### src/rbag_pkg.sv
// shared types and constants for the rotated blit address generator
`default_nettype none
package rbag_pkg;

  localparam int unsigned MAX_DIM  = 4096;
  localparam int unsigned DIM_W    = 13;   // width, height and stride
  localparam int unsigned POS_W    = 12;   // column, row and origin
  localparam int unsigned BPP_W    = 3;
  localparam int unsigned SRC_W    = 26;
  localparam int unsigned DST_W    = 27;
  localparam int unsigned SIDX_W   = 24;   // source pixel index, below MAX_DIM squared
  localparam int unsigned CFG_IX_W = 3;
  localparam int unsigned CFG_DW   = 13;
  localparam int unsigned IN_DW    = 8;
  localparam int unsigned OUT_DW   = 56;

  typedef enum logic [CFG_IX_W-1:0] {
    CFG_DEST_STRIDE = 3'd0,
    CFG_ORIGIN_X    = 3'd1,
    CFG_ORIGIN_Y    = 3'd2,
    CFG_RECT_WIDTH  = 3'd3,
    CFG_RECT_HEIGHT = 3'd4,
    CFG_ROTATION    = 3'd5,
    CFG_BPP         = 3'd6
  } cfg_idx_t;

  typedef enum logic [1:0] {
    ROT_0   = 2'd0,
    ROT_90  = 2'd1,
    ROT_180 = 2'd2,
    ROT_270 = 2'd3
  } rot_t;

  typedef enum logic [1:0] {
    ST_IDLE,
    ST_MUL,
    ST_ADD,
    ST_SCALE
  } rbag_state_t;

  typedef struct packed {
    logic start;    // request taken, latch position
    logic mul_en;   // capture products
    logic add_en;   // capture pixel indexes
    logic load;     // scale and load the output register
  } rbag_cmd_t;

  typedef struct packed {
    logic out_free; // output register empty or being drained
  } rbag_sts_t;

endpackage
`default_nettype wire

### src/rbag_ctrl.sv
// controller state machine sequencing one request through the datapath
`default_nettype none
module rbag_ctrl (
  input  logic                clk,
  input  logic                rst_n,
  input  logic                in_tvalid,
  output logic                in_tready,
  input  rbag_pkg::rbag_sts_t sts,
  output rbag_pkg::rbag_cmd_t cmd
);
  import rbag_pkg::*;

  rbag_state_t state_r;
  rbag_state_t state_nxt;

  always_ff @(posedge clk) begin
    if (!rst_n) begin
      state_r <= ST_IDLE;
    end else begin
      state_r <= state_nxt;
    end
  end

  always_comb begin
    state_nxt = state_r;
    unique case (state_r)
      ST_IDLE: begin
        if (in_tvalid) state_nxt = ST_MUL;
      end
      ST_MUL: begin
        state_nxt = ST_ADD;
      end
      ST_ADD: begin
        state_nxt = ST_SCALE;
      end
      ST_SCALE: begin
        if (sts.out_free) state_nxt = ST_IDLE;
      end
      default: begin
        state_nxt = ST_IDLE;
      end
    endcase
  end

  always_comb begin
    in_tready  = 1'b0;
    cmd        = '0;
    unique case (state_r)
      ST_IDLE: begin
        in_tready = 1'b1;
        cmd.start = in_tvalid;
      end
      ST_MUL: begin
        cmd.mul_en = 1'b1;
      end
      ST_ADD: begin
        cmd.add_en = 1'b1;
      end
      ST_SCALE: begin
        cmd.load = sts.out_free;
      end
      default: begin
        in_tready = 1'b0;
      end
    endcase
  end

endmodule
`default_nettype wire

### src/rbag_dp.sv
// datapath: configuration registers, walk position, address arithmetic, output register
`default_nettype none
module rbag_dp (
  input  logic                          clk,
  input  logic                          rst_n,
  input  logic                          cfg_we,
  input  logic [rbag_pkg::CFG_IX_W-1:0] cfg_index,
  input  logic [rbag_pkg::CFG_DW-1:0]   cfg_wdata,
  input  logic                          restart,
  input  rbag_pkg::rbag_cmd_t           cmd,
  output rbag_pkg::rbag_sts_t           sts,
  output logic                          out_tvalid,
  input  logic                          out_tready,
  output logic [rbag_pkg::OUT_DW-1:0]   out_tdata,
  output logic                          out_tuser,
  output logic                          out_tlast
);
  import rbag_pkg::*;

  // configuration
  logic [DIM_W-1:0] dest_stride_r;
  logic [POS_W-1:0] origin_x_r;
  logic [POS_W-1:0] origin_y_r;
  logic [DIM_W-1:0] rect_width_r;
  logic [DIM_W-1:0] rect_height_r;
  rot_t             rotation_r;
  logic [BPP_W-1:0] bpp_r;

  // walk position
  logic [POS_W-1:0] col_r, col_nxt;
  logic [POS_W-1:0] row_r, row_nxt;

  // per request pipeline
  logic [POS_W-1:0] cur_c_r, cur_c_nxt;
  logic [POS_W-1:0] cur_r_r, cur_r_nxt;
  logic             empty_r;
  logic             last_r, last_nxt;
  logic [SIDX_W-1:0] src_prod_r;
  logic [DIM_W-1:0]  src_add_r;
  logic [DST_W-1:0]  dst_prod_r;
  logic [DIM_W-1:0]  dst_add_r;
  logic [SIDX_W-1:0] src_idx_r;
  logic [DST_W-1:0]  dst_idx_r;

  // output register
  logic              out_valid_r;
  logic [SRC_W-1:0]  out_src_r;
  logic [DST_W-1:0]  out_dst_r;
  logic              out_copy_r;
  logic              out_last_r;

  logic [DIM_W-1:0] w_eff, h_eff;
  logic             empty;
  logic [POS_W-1:0] c_in, r_in;
  logic [DIM_W-1:0] c_inc, r_inc;
  logic [DIM_W-1:0] c13, r13, h_m1_r, w_m1_c;
  logic [DIM_W-1:0] mul_a, mul_b, add_s;
  logic [2*DIM_W-1:0] src_prod_full;
  logic [DIM_W-1:0]   row_abs;
  logic [2*DIM_W-1:0] dst_prod_full;
  logic [SIDX_W+BPP_W-1:0] src_scaled;
  logic [DST_W+BPP_W-1:0]  dst_scaled;

  always_ff @(posedge clk) begin
    if (!rst_n) begin
      dest_stride_r <= DIM_W'(1);
      origin_x_r    <= '0;
      origin_y_r    <= '0;
      rect_width_r  <= '0;
      rect_height_r <= '0;
      rotation_r    <= ROT_0;
      bpp_r         <= BPP_W'(2);
    end else if (cfg_we) begin
      unique case (cfg_idx_t'(cfg_index))
        CFG_DEST_STRIDE: dest_stride_r <= cfg_wdata;
        CFG_ORIGIN_X:    origin_x_r    <= cfg_wdata[POS_W-1:0];
        CFG_ORIGIN_Y:    origin_y_r    <= cfg_wdata[POS_W-1:0];
        CFG_RECT_WIDTH:  rect_width_r  <= cfg_wdata;
        CFG_RECT_HEIGHT: rect_height_r <= cfg_wdata;
        CFG_ROTATION:    rotation_r    <= rot_t'(cfg_wdata[1:0]);
        CFG_BPP:         bpp_r         <= cfg_wdata[BPP_W-1:0];
        default: begin
        end
      endcase
    end
  end

  // saturate the rectangle size
  assign w_eff = (rect_width_r  > DIM_W'(MAX_DIM)) ? DIM_W'(MAX_DIM) : rect_width_r;
  assign h_eff = (rect_height_r > DIM_W'(MAX_DIM)) ? DIM_W'(MAX_DIM) : rect_height_r;
  assign empty = (w_eff == '0) || (h_eff == '0);

  assign c_in = restart ? '0 : col_r;
  assign r_in = restart ? '0 : row_r;

  // pick the pixel of this request and step the walk
  always_comb begin
    cur_c_nxt = c_in;
    cur_r_nxt = r_in;
    if (({1'b0, c_in} >= w_eff) || ({1'b0, r_in} >= h_eff)) begin
      cur_c_nxt = '0;
      cur_r_nxt = '0;
    end
    last_nxt = ({1'b0, cur_c_nxt} == w_eff - DIM_W'(1)) &&
               ({1'b0, cur_r_nxt} == h_eff - DIM_W'(1));
    c_inc = {1'b0, cur_c_nxt} + DIM_W'(1);
    r_inc = {1'b0, cur_r_nxt} + DIM_W'(1);
    if (empty) begin
      col_nxt = c_in;
      row_nxt = r_in;
    end else if (c_inc == w_eff) begin
      col_nxt = '0;
      row_nxt = (r_inc == h_eff) ? '0 : r_inc[POS_W-1:0];
    end else begin
      col_nxt = c_inc[POS_W-1:0];
      row_nxt = cur_r_nxt;
    end
  end

  always_ff @(posedge clk) begin
    if (!rst_n) begin
      col_r <= '0;
      row_r <= '0;
    end else if (cmd.start) begin
      col_r <= col_nxt;
      row_r <= row_nxt;
    end
  end

  always_ff @(posedge clk) begin
    if (cmd.start) begin
      cur_c_r <= cur_c_nxt;
      cur_r_r <= cur_r_nxt;
      empty_r <= empty;
      last_r  <= last_nxt;
    end
  end

  // source index operands by rotation
  assign c13    = {1'b0, cur_c_r};
  assign r13    = {1'b0, cur_r_r};
  assign h_m1_r = h_eff - DIM_W'(1) - r13;
  assign w_m1_c = w_eff - DIM_W'(1) - c13;

  always_comb begin
    case (rotation_r)
      ROT_90: begin
        mul_a = c13;
        mul_b = h_eff;
        add_s = h_m1_r;
      end
      ROT_180: begin
        mul_a = h_m1_r;
        mul_b = w_eff;
        add_s = w_m1_c;
      end
      ROT_270: begin
        mul_a = w_m1_c;
        mul_b = h_eff;
        add_s = r13;
      end
      default: begin
        mul_a = r13;
        mul_b = w_eff;
        add_s = c13;
      end
    endcase
  end

  assign src_prod_full = mul_a * mul_b;
  assign row_abs       = {1'b0, origin_y_r} + r13;
  assign dst_prod_full = row_abs * dest_stride_r;

  always_ff @(posedge clk) begin
    if (cmd.mul_en) begin
      src_prod_r <= src_prod_full[SIDX_W-1:0];
      src_add_r  <= add_s;
      dst_prod_r <= {1'b0, dst_prod_full};
      dst_add_r  <= {1'b0, origin_x_r} + c13;
    end
  end

  always_ff @(posedge clk) begin
    if (cmd.add_en) begin
      src_idx_r <= src_prod_r + {{(SIDX_W-DIM_W){1'b0}}, src_add_r};
      dst_idx_r <= dst_prod_r + {{(DST_W-DIM_W){1'b0}}, dst_add_r};
    end
  end

  // byte offsets wrap at the field widths
  assign src_scaled = src_idx_r * bpp_r;
  assign dst_scaled = dst_idx_r * bpp_r;

  assign sts.out_free = !out_valid_r || out_tready;

  always_ff @(posedge clk) begin
    if (!rst_n) begin
      out_valid_r <= 1'b0;
    end else if (cmd.load) begin
      out_valid_r <= 1'b1;
    end else if (out_tready) begin
      out_valid_r <= 1'b0;
    end
  end

  always_ff @(posedge clk) begin
    if (cmd.load) begin
      if (empty_r) begin
        out_src_r  <= '0;
        out_dst_r  <= '0;
        out_copy_r <= 1'b0;
        out_last_r <= 1'b0;
      end else begin
        out_src_r  <= src_scaled[SRC_W-1:0];
        out_dst_r  <= dst_scaled[DST_W-1:0];
        out_copy_r <= 1'b1;
        out_last_r <= last_r;
      end
    end
  end

  assign out_tvalid = out_valid_r;
  assign out_tdata  = {{(OUT_DW-SRC_W-DST_W){1'b0}}, out_dst_r, out_src_r};
  assign out_tuser  = out_copy_r;
  assign out_tlast  = out_last_r;

endmodule
`default_nettype wire

### src/rotated_blit_address_generator.sv
// Rotated blit address generator: each request on the input stream yields one
// source/destination byte offset pair for the next pixel of the destination
// rectangle, walked in row-major order and wrapping after the last pixel
// (tlast). A request is accepted in the idle state, which latches the position;
// the result then passes the multiply, add and scale (by bytes per pixel) steps
// into the output register, and no new request is taken before it gets there.
// The next request is taken while a finished result still waits on the output;
// it then holds in the scale step, with the input stalled, until the output
// register drains. Setting restart in a request begins the walk again at the
// first pixel. An empty rectangle returns a result with tuser low and zero offsets.
// Configuration is to be written only while idle, by the user; the block has no check.
`default_nettype none
module rotated_blit_address_generator (
  input  logic                          clk,
  input  logic                          rst_n,
  input  logic                          cfg_we,
  input  logic [rbag_pkg::CFG_IX_W-1:0] cfg_index,
  input  logic [rbag_pkg::CFG_DW-1:0]   cfg_wdata,
  input  logic                          in_tvalid,
  output logic                          in_tready,
  input  logic [rbag_pkg::IN_DW-1:0]    in_tdata,   // [0] restart, rest zero
  output logic                          out_tvalid,
  input  logic                          out_tready,
  output logic [rbag_pkg::OUT_DW-1:0]   out_tdata,  // [25:0] src_byte_offset, [52:26] dst_byte_offset
  output logic                          out_tuser,  // [0] copy_valid
  output logic                          out_tlast
);
  import rbag_pkg::*;

  rbag_cmd_t cmd;
  rbag_sts_t sts;

  rbag_ctrl u_ctrl (
    .clk       (clk),
    .rst_n     (rst_n),
    .in_tvalid (in_tvalid),
    .in_tready (in_tready),
    .sts       (sts),
    .cmd       (cmd)
  );

  rbag_dp u_dp (
    .clk        (clk),
    .rst_n      (rst_n),
    .cfg_we     (cfg_we),
    .cfg_index  (cfg_index),
    .cfg_wdata  (cfg_wdata),
    .restart    (in_tdata[0]),
    .cmd        (cmd),
    .sts        (sts),
    .out_tvalid (out_tvalid),
    .out_tready (out_tready),
    .out_tdata  (out_tdata),
    .out_tuser  (out_tuser),
    .out_tlast  (out_tlast)
  );

  // one request in flight at a time
  a_one_in_flight: assert property (@(posedge clk) disable iff (!rst_n)
    (in_tvalid && in_tready) |=> !in_tready)
    else $error("request accepted while another is in flight");

  // a last pixel is always a real copy
  a_last_is_copy: assert property (@(posedge clk) disable iff (!rst_n)
    (out_tvalid && out_tlast) |-> out_tuser)
    else $error("last pixel marked on an empty result");

  // empty rectangle gives zero offsets
  a_empty_zero: assert property (@(posedge clk) disable iff (!rst_n)
    (out_tvalid && !out_tuser) |-> (out_tdata == '0))
    else $error("nonzero offsets on an empty result");

  // a load never overwrites a result that is not being taken
  a_no_overwrite: assert property (@(posedge clk) disable iff (!rst_n)
    cmd.load |-> (!out_tvalid || out_tready))
    else $error("output register overwritten");

endmodule
`default_nettype wire
### config.mk
export PLATFORM = sky130hd
export DESIGN_NAME = rotated_blit_address_generator
export DESIGN_NICKNAME = d
export VERILOG_FILES = /design/src/rbag_pkg.sv /design/src/rbag_ctrl.sv /design/src/rbag_dp.sv /design/src/rotated_blit_address_generator.sv
export SDC_FILE = /design/constraint.sdc
export NUM_CORES = 2
export LEC_CHECK = 0
export BUFFER_PORTS_ARGS = -buffer_cell sky130_fd_sc_hd__buf_4
export CORE_AREA = 2 2 274 276
export DETAILED_ROUTE_END_ITERATION = 8
export DIE_AREA = 0 0 276 278
export GPL_TIMING_DRIVEN = 0
export PLACE_DENSITY = 0.69
export SLEW_MARGIN = 30
export SYNTH_ARGS = -nofsm -noshare
export SYNTH_HDL_FRONTEND = slang
export SYNTH_SLANG_ARGS = --single-unit
### constraint.sdc
create_clock -name clk -period 9.19 [get_ports clk]
set_input_delay 0.919 -clock clk [delete_from_list [all_inputs] [get_ports clk]]
set_output_delay 0.919 -clock clk [all_outputs]
set_load 0.1 [all_outputs]
==> impl.org <==
** Logic synthesis
- Synth unique cells :: 98
- Dominant cell type by area after synthesis :: sky130_fd_sc_hd__edfxtp_1
- Multiplexer fraction of the synthesized cell area :: 0.0169
- Main combinational cell family by area after synthesis :: adder cells
- Number of flops mapped to enable cells by yosys :: 208
- Synth Area in Compound Gates :: 0.104
- Synthesized area per cell :: 8.87 um2
- Xor/xnor share of the synthesized area :: 0.0606
- Dominant cells by area after synthesis :: sky130_fd_sc_hd__edfxtp_1 19%, sky130_fd_sc_hd__fa_1 18%, sky130_fd_sc_hd__ha_1 11%
- In this run the cell area of the synthesized design comes to 32200 um2.
- Synthesis warning total :: 0
- Sequential fraction of the synthesis area :: 0.253
- Synthesized instance count :: 3631
- Of the post-synthesis cell area, the dominant cell type holds 0.194.
- Post-synthesis sequential element count :: 303
- Post-Synth Adder-Cell Area :: 0.295
- After synthesis, the share of flip-flops with an asynchronous set or reset is 0.
- Synth Area in Simple Gates :: 0.197
- Dominant register cell in the synthesized netlist :: sky130_fd_sc_hd__edfxtp_1

** Finish
- In the layout the commonest cells are 563 x sky130_fd_sc_hd__nand2_1, 482 x sky130_fd_sc_hd__inv_1, 295 x sky130_fd_sc_hd__fa_1, 283 x sky130_fd_sc_hd__nor2_1, 283 x sky130_fd_sc_hd__ha_1.
- Net count reported at finish :: 4368
- The repair_antennas step left the layout with diodes totalling 0.
- Filler instances :: 6952
- The library cell used most frequently in the layout, excluding fill and tap cells, is sky130_fd_sc_hd__nand2_1.
- Synth-to-layout area growth :: 10.9%
- In the final layout, the share of cells above drive strength 1 is 0.0721.
- For this run, the number of standard cells in the final layout without fillers is 4755.
- Core Util, Final :: 0.484

** Timing
- For the pin with the worst max-slew slack, the measured transition is 1.05 ns.
- The final number of hold-violating endpoints was 0.
- Across all setup checks in the final design, the least slack found is 0.440 ns.
- Number of endpoints failing setup at the final stage :: 0
- Hold is met by 0.460 ns.
- The worst path in the final design needs a cycle of 8.75 ns, including I/O delays and setup.
- Achievable clock frequency :: 114 MHz
- Slew margin rel. :: 0.297
- Across the routed clock network, the largest skew measured is 0.0312 ns.
- Number of pins exceeding their max-slew limit in the final report :: 0
- Period utilization :: 0.952

** Setup path
- R2r setup slk :: 0.44 ns
- The startpoint identified for the worst register-to-register timing path is u_dp.rect_width_r[12].
- Critical path fanouts, max :: 10
- The number of cells on the worst reg-to-reg path is 38.
- Worst setup EP type :: flop
- At the worst endpoint, the required time is 9.52 ns.
- Among all stages on the critical path, the largest delay is contributed by sky130_fd_sc_hd__fa_1.
- Crit. Startpoint :: u_dp.rect_width_r[12]
- CP max stage delay :: 0.58 ns
- Destination of the critical timing path :: u_dp.src_prod_r[22]
- STA classifies the critical path startpoint as a flop.
- At the worst endpoint, the arrival time is 9.08 ns.
- The critical path in this run is classified as reg -> reg.
- The worst register-to-register path ends at u_dp.src_prod_r[22].

** Global route
- Overall overflow remaining after global route :: 0
- The via count of the first global-routing pass came to 24.8k.
- First-pass GRT wire length :: 137000 um
- For this run, global-route usage on met3 was measured as 0.0353.
- GR Util All Layers :: 0.224
- In the global route stage, met1 resource usage came out at 0.317.
- Largest net degree at the start of global routing :: 53
- The number of antenna violations at the first check in global routing came to 0.
- In this run the most used layer during global routing was met2.
- Fraction of met2 tracks used by global routing :: 0.353

** CTS
- Clock tree synthesis inserted a total of 39 buffers.
- Clock tree from TritonCTS :: yes
- Clock-pin slew was measured on the worst setup and hold paths at 0.06 ns.
- Clock latency at the later pin of the worst-skew pair :: 0.58 ns
- For this design, the sink count on the clock tree is 303.
- In this run the deepest clock path goes through 3 buffers.
- Clock H-tree levels :: 2
- Cell at the root of the clock tree :: sky130_fd_sc_hd__clkbuf_16
- Hold repair after CTS inserted 0 buffers.

** Floorplan
- Die H :: 278 um
- Row generation in the floorplan step produced 100 rows.
- DIE WIDTH :: 276 um
- The initial utilization of the core area, before any placement, comes to 0.436.
- I/O pin count :: 89
- After floorplanning, the core was sized to cover 73800 um2.
- The die covers 76700 um2.

** Routing
- The first detailed-routing pass took 7 iterations.
- Avg Vias per Cell :: 5.36
- Drt drc :: 6
- Remaining antenna violation count :: 0
- Number of design-rule violations left by the first detailed-router iteration :: 2075
- Via Count :: 25.5k
- Post-DR wirelength/cell :: 17.8 um
- Wires add up to 84700 um.

** Placed design
- The congestion estimate from routability-driven global placement came to 0.963.
- Post-place setup slack :: -0.728 ns
- Counting tap cells, the placed design contains a total of 4683 instances.
- Port buffering added 78 buffers.
- Detailed placement HPWL :: 69500 um

** Min path
- The worst hold path belongs to the class reg -> reg.

** Status
- Violations in the final reports :: design-rule violations
- Result of the run :: finished with violations

** Flow run
- Max-cap violations in this run came to 0.

** Pwr
- Power per standard cell area :: 180 nW/um2
- Summing internal, switching and leakage power gives 0.00642 W.
- IR analysis of the VDD net gives a maximum drop of 0.000154 V.
- The analysis attributes to cell leakage a power of 15.7 nW.
area by class of cell:
cell class / instances / area, um2 / share of cell area
buffer: 122 / 553 / 0.0155
clock buffer: 46 / 1010 / 0.0283
clock inverter: 24 / 334 / 0.00935
inverter: 490 / 1840 / 0.0515
multi-input combinational: 2716 / 21900 / 0.614
sequential: 303 / 8150 / 0.228
tap: 969 / 1210 / 0.0339
timing repair buffer: 85 / 691 / 0.0193
cells by family after synthesis:
group	count (synthesis)
AND/OR/NAND/NOR	1349
XOR/XNOR	218
multiplexers	34
AO/OA/AOI/OAI	530
other	1
adder cells (fa/ha/maj)	582
flip-flops	303
buffers and inverters	614
worst min path at each step:
| stage | from | to | slack, ns | depth (start not counted) |
|---|---|---|---|---|
| 4_1_cts | u_dp.origin_y_r[9] | u_dp.origin_y_r[9] | 0.46 | 2 |
| 5_1_grt | u_dp.origin_y_r[7] | u_dp.origin_y_r[7] | 0.48 | 2 |
| 2_1_floorplan | u_dp.origin_x_r[0] | u_dp.origin_x_r[0] | 0.44 | 2 |
| 3_5_place_dp | u_dp.origin_y_r[7] | u_dp.origin_y_r[7] | 0.45 | 2 |
| 3_3_place_gp | u_dp.origin_y_r[4] | u_dp.origin_y_r[4] | 0.45 | 2 |
| 6_report | u_dp.origin_y_r[4] | u_dp.origin_y_r[4] | 0.46 | 2 |
routing by layer:
layer / vias to the layer above / wire length (um) / share of wire
met1: 12234 / 38200 / 0.45
met2: 849 / 37600 / 0.44
met5: - / 0 / 0
li1: 12275 / - / -
met3: 135 / 6420 / 0.076
met4: 0 / 2520 / 0.030
power breakdown:
part / internal, W / switching (W) / leakage [nW] / total, W
Clock: 0.000968 / 0.000632 / 0.637 / 0.00160
Combinational: 0.000998 / 0.00172 / 12.4 / 0.00271
Sequential: 0.00190 / 0.000206 / 2.73 / 0.00211
repair_timing:
item / CTS / global route
setup buffers: 1 / 3
pin swaps: 0 / 2
resized for setup: 16 / 34
setup endpoints to repair: 7 / 8
hold endpoints to repair: 0 / 0
critical path: cells and delay by family, from the launching register on:
family,cells,cell delay [ns]
AO/OA/AOI/OAI,11,2.39
XOR/XNOR,2,0.23
adder cells (fa/ha/maj),8,3.58
buffers and inverters,9,1.10
flip-flops,1,0.44
multiplexers,1,0.14
AND/OR/NAND/NOR,7,0.64
registers in the layout, summed over array words and instances, names as in the netlist, 13 cells and up:
register and flops:
u_dp.src_add_r 13, u_dp.dest_stride_r 13, u_dp.rect_width_r 13, u_dp.rect_height_r 13, u_dp.src_idx_r 24, u_dp.dst_add_r 13, u_dp.out_src_r 26, u_dp.dst_prod_r 26
u_dp.src_prod_r 24, u_dp.dst_idx_r 27, u_dp.out_dst_r 27
cell usage after synthesis, types with 6 or more instances:
library cell	number
sky130_fd_sc_hd__a211oi_1	16
sky130_fd_sc_hd__a21boi_0	12
sky130_fd_sc_hd__a21o_1	29
sky130_fd_sc_hd__a21oi_1	191
sky130_fd_sc_hd__a22oi_1	12
sky130_fd_sc_hd__a31oi_1	22
sky130_fd_sc_hd__and2_1	91
sky130_fd_sc_hd__and3_1	33
sky130_fd_sc_hd__buf_1	8
sky130_fd_sc_hd__buf_6	7
sky130_fd_sc_hd__clkbuf_1	99
sky130_fd_sc_hd__dfxtp_1	95
sky130_fd_sc_hd__edfxtp_1	208
sky130_fd_sc_hd__fa_1	295
sky130_fd_sc_hd__ha_1	287
sky130_fd_sc_hd__inv_1	484
sky130_fd_sc_hd__mux2i_1	15
sky130_fd_sc_hd__mux4_2	16
sky130_fd_sc_hd__nand2_1	567
sky130_fd_sc_hd__nand2b_1	59
sky130_fd_sc_hd__nand3_1	59
sky130_fd_sc_hd__nand3b_1	8
sky130_fd_sc_hd__nand4_1	14
sky130_fd_sc_hd__nor2_1	283
sky130_fd_sc_hd__nor2b_1	57
sky130_fd_sc_hd__nor3_1	80
sky130_fd_sc_hd__nor3b_1	6
sky130_fd_sc_hd__nor4_1	17
sky130_fd_sc_hd__o211ai_1	18
sky130_fd_sc_hd__o21a_1	28
sky130_fd_sc_hd__o21ai_0	103
sky130_fd_sc_hd__o21ai_1	7
sky130_fd_sc_hd__o21bai_1	11
sky130_fd_sc_hd__o31a_1	7
sky130_fd_sc_hd__o31ai_1	11
sky130_fd_sc_hd__o41ai_1	6
sky130_fd_sc_hd__or2_2	11
sky130_fd_sc_hd__or3_1	24
sky130_fd_sc_hd__xnor2_1	141
sky130_fd_sc_hd__xor2_1	74
through the flow:
stage	area [um2]	TNS, ns
after CTS	35600	0
final	35700	0
after detailed placement	34100	-2.14
after floorplan	32200	0
after global placement	34000	-1.86
after global routing	35700	-0.00992
Note: power is estimated with default switching activity, not from simulation.
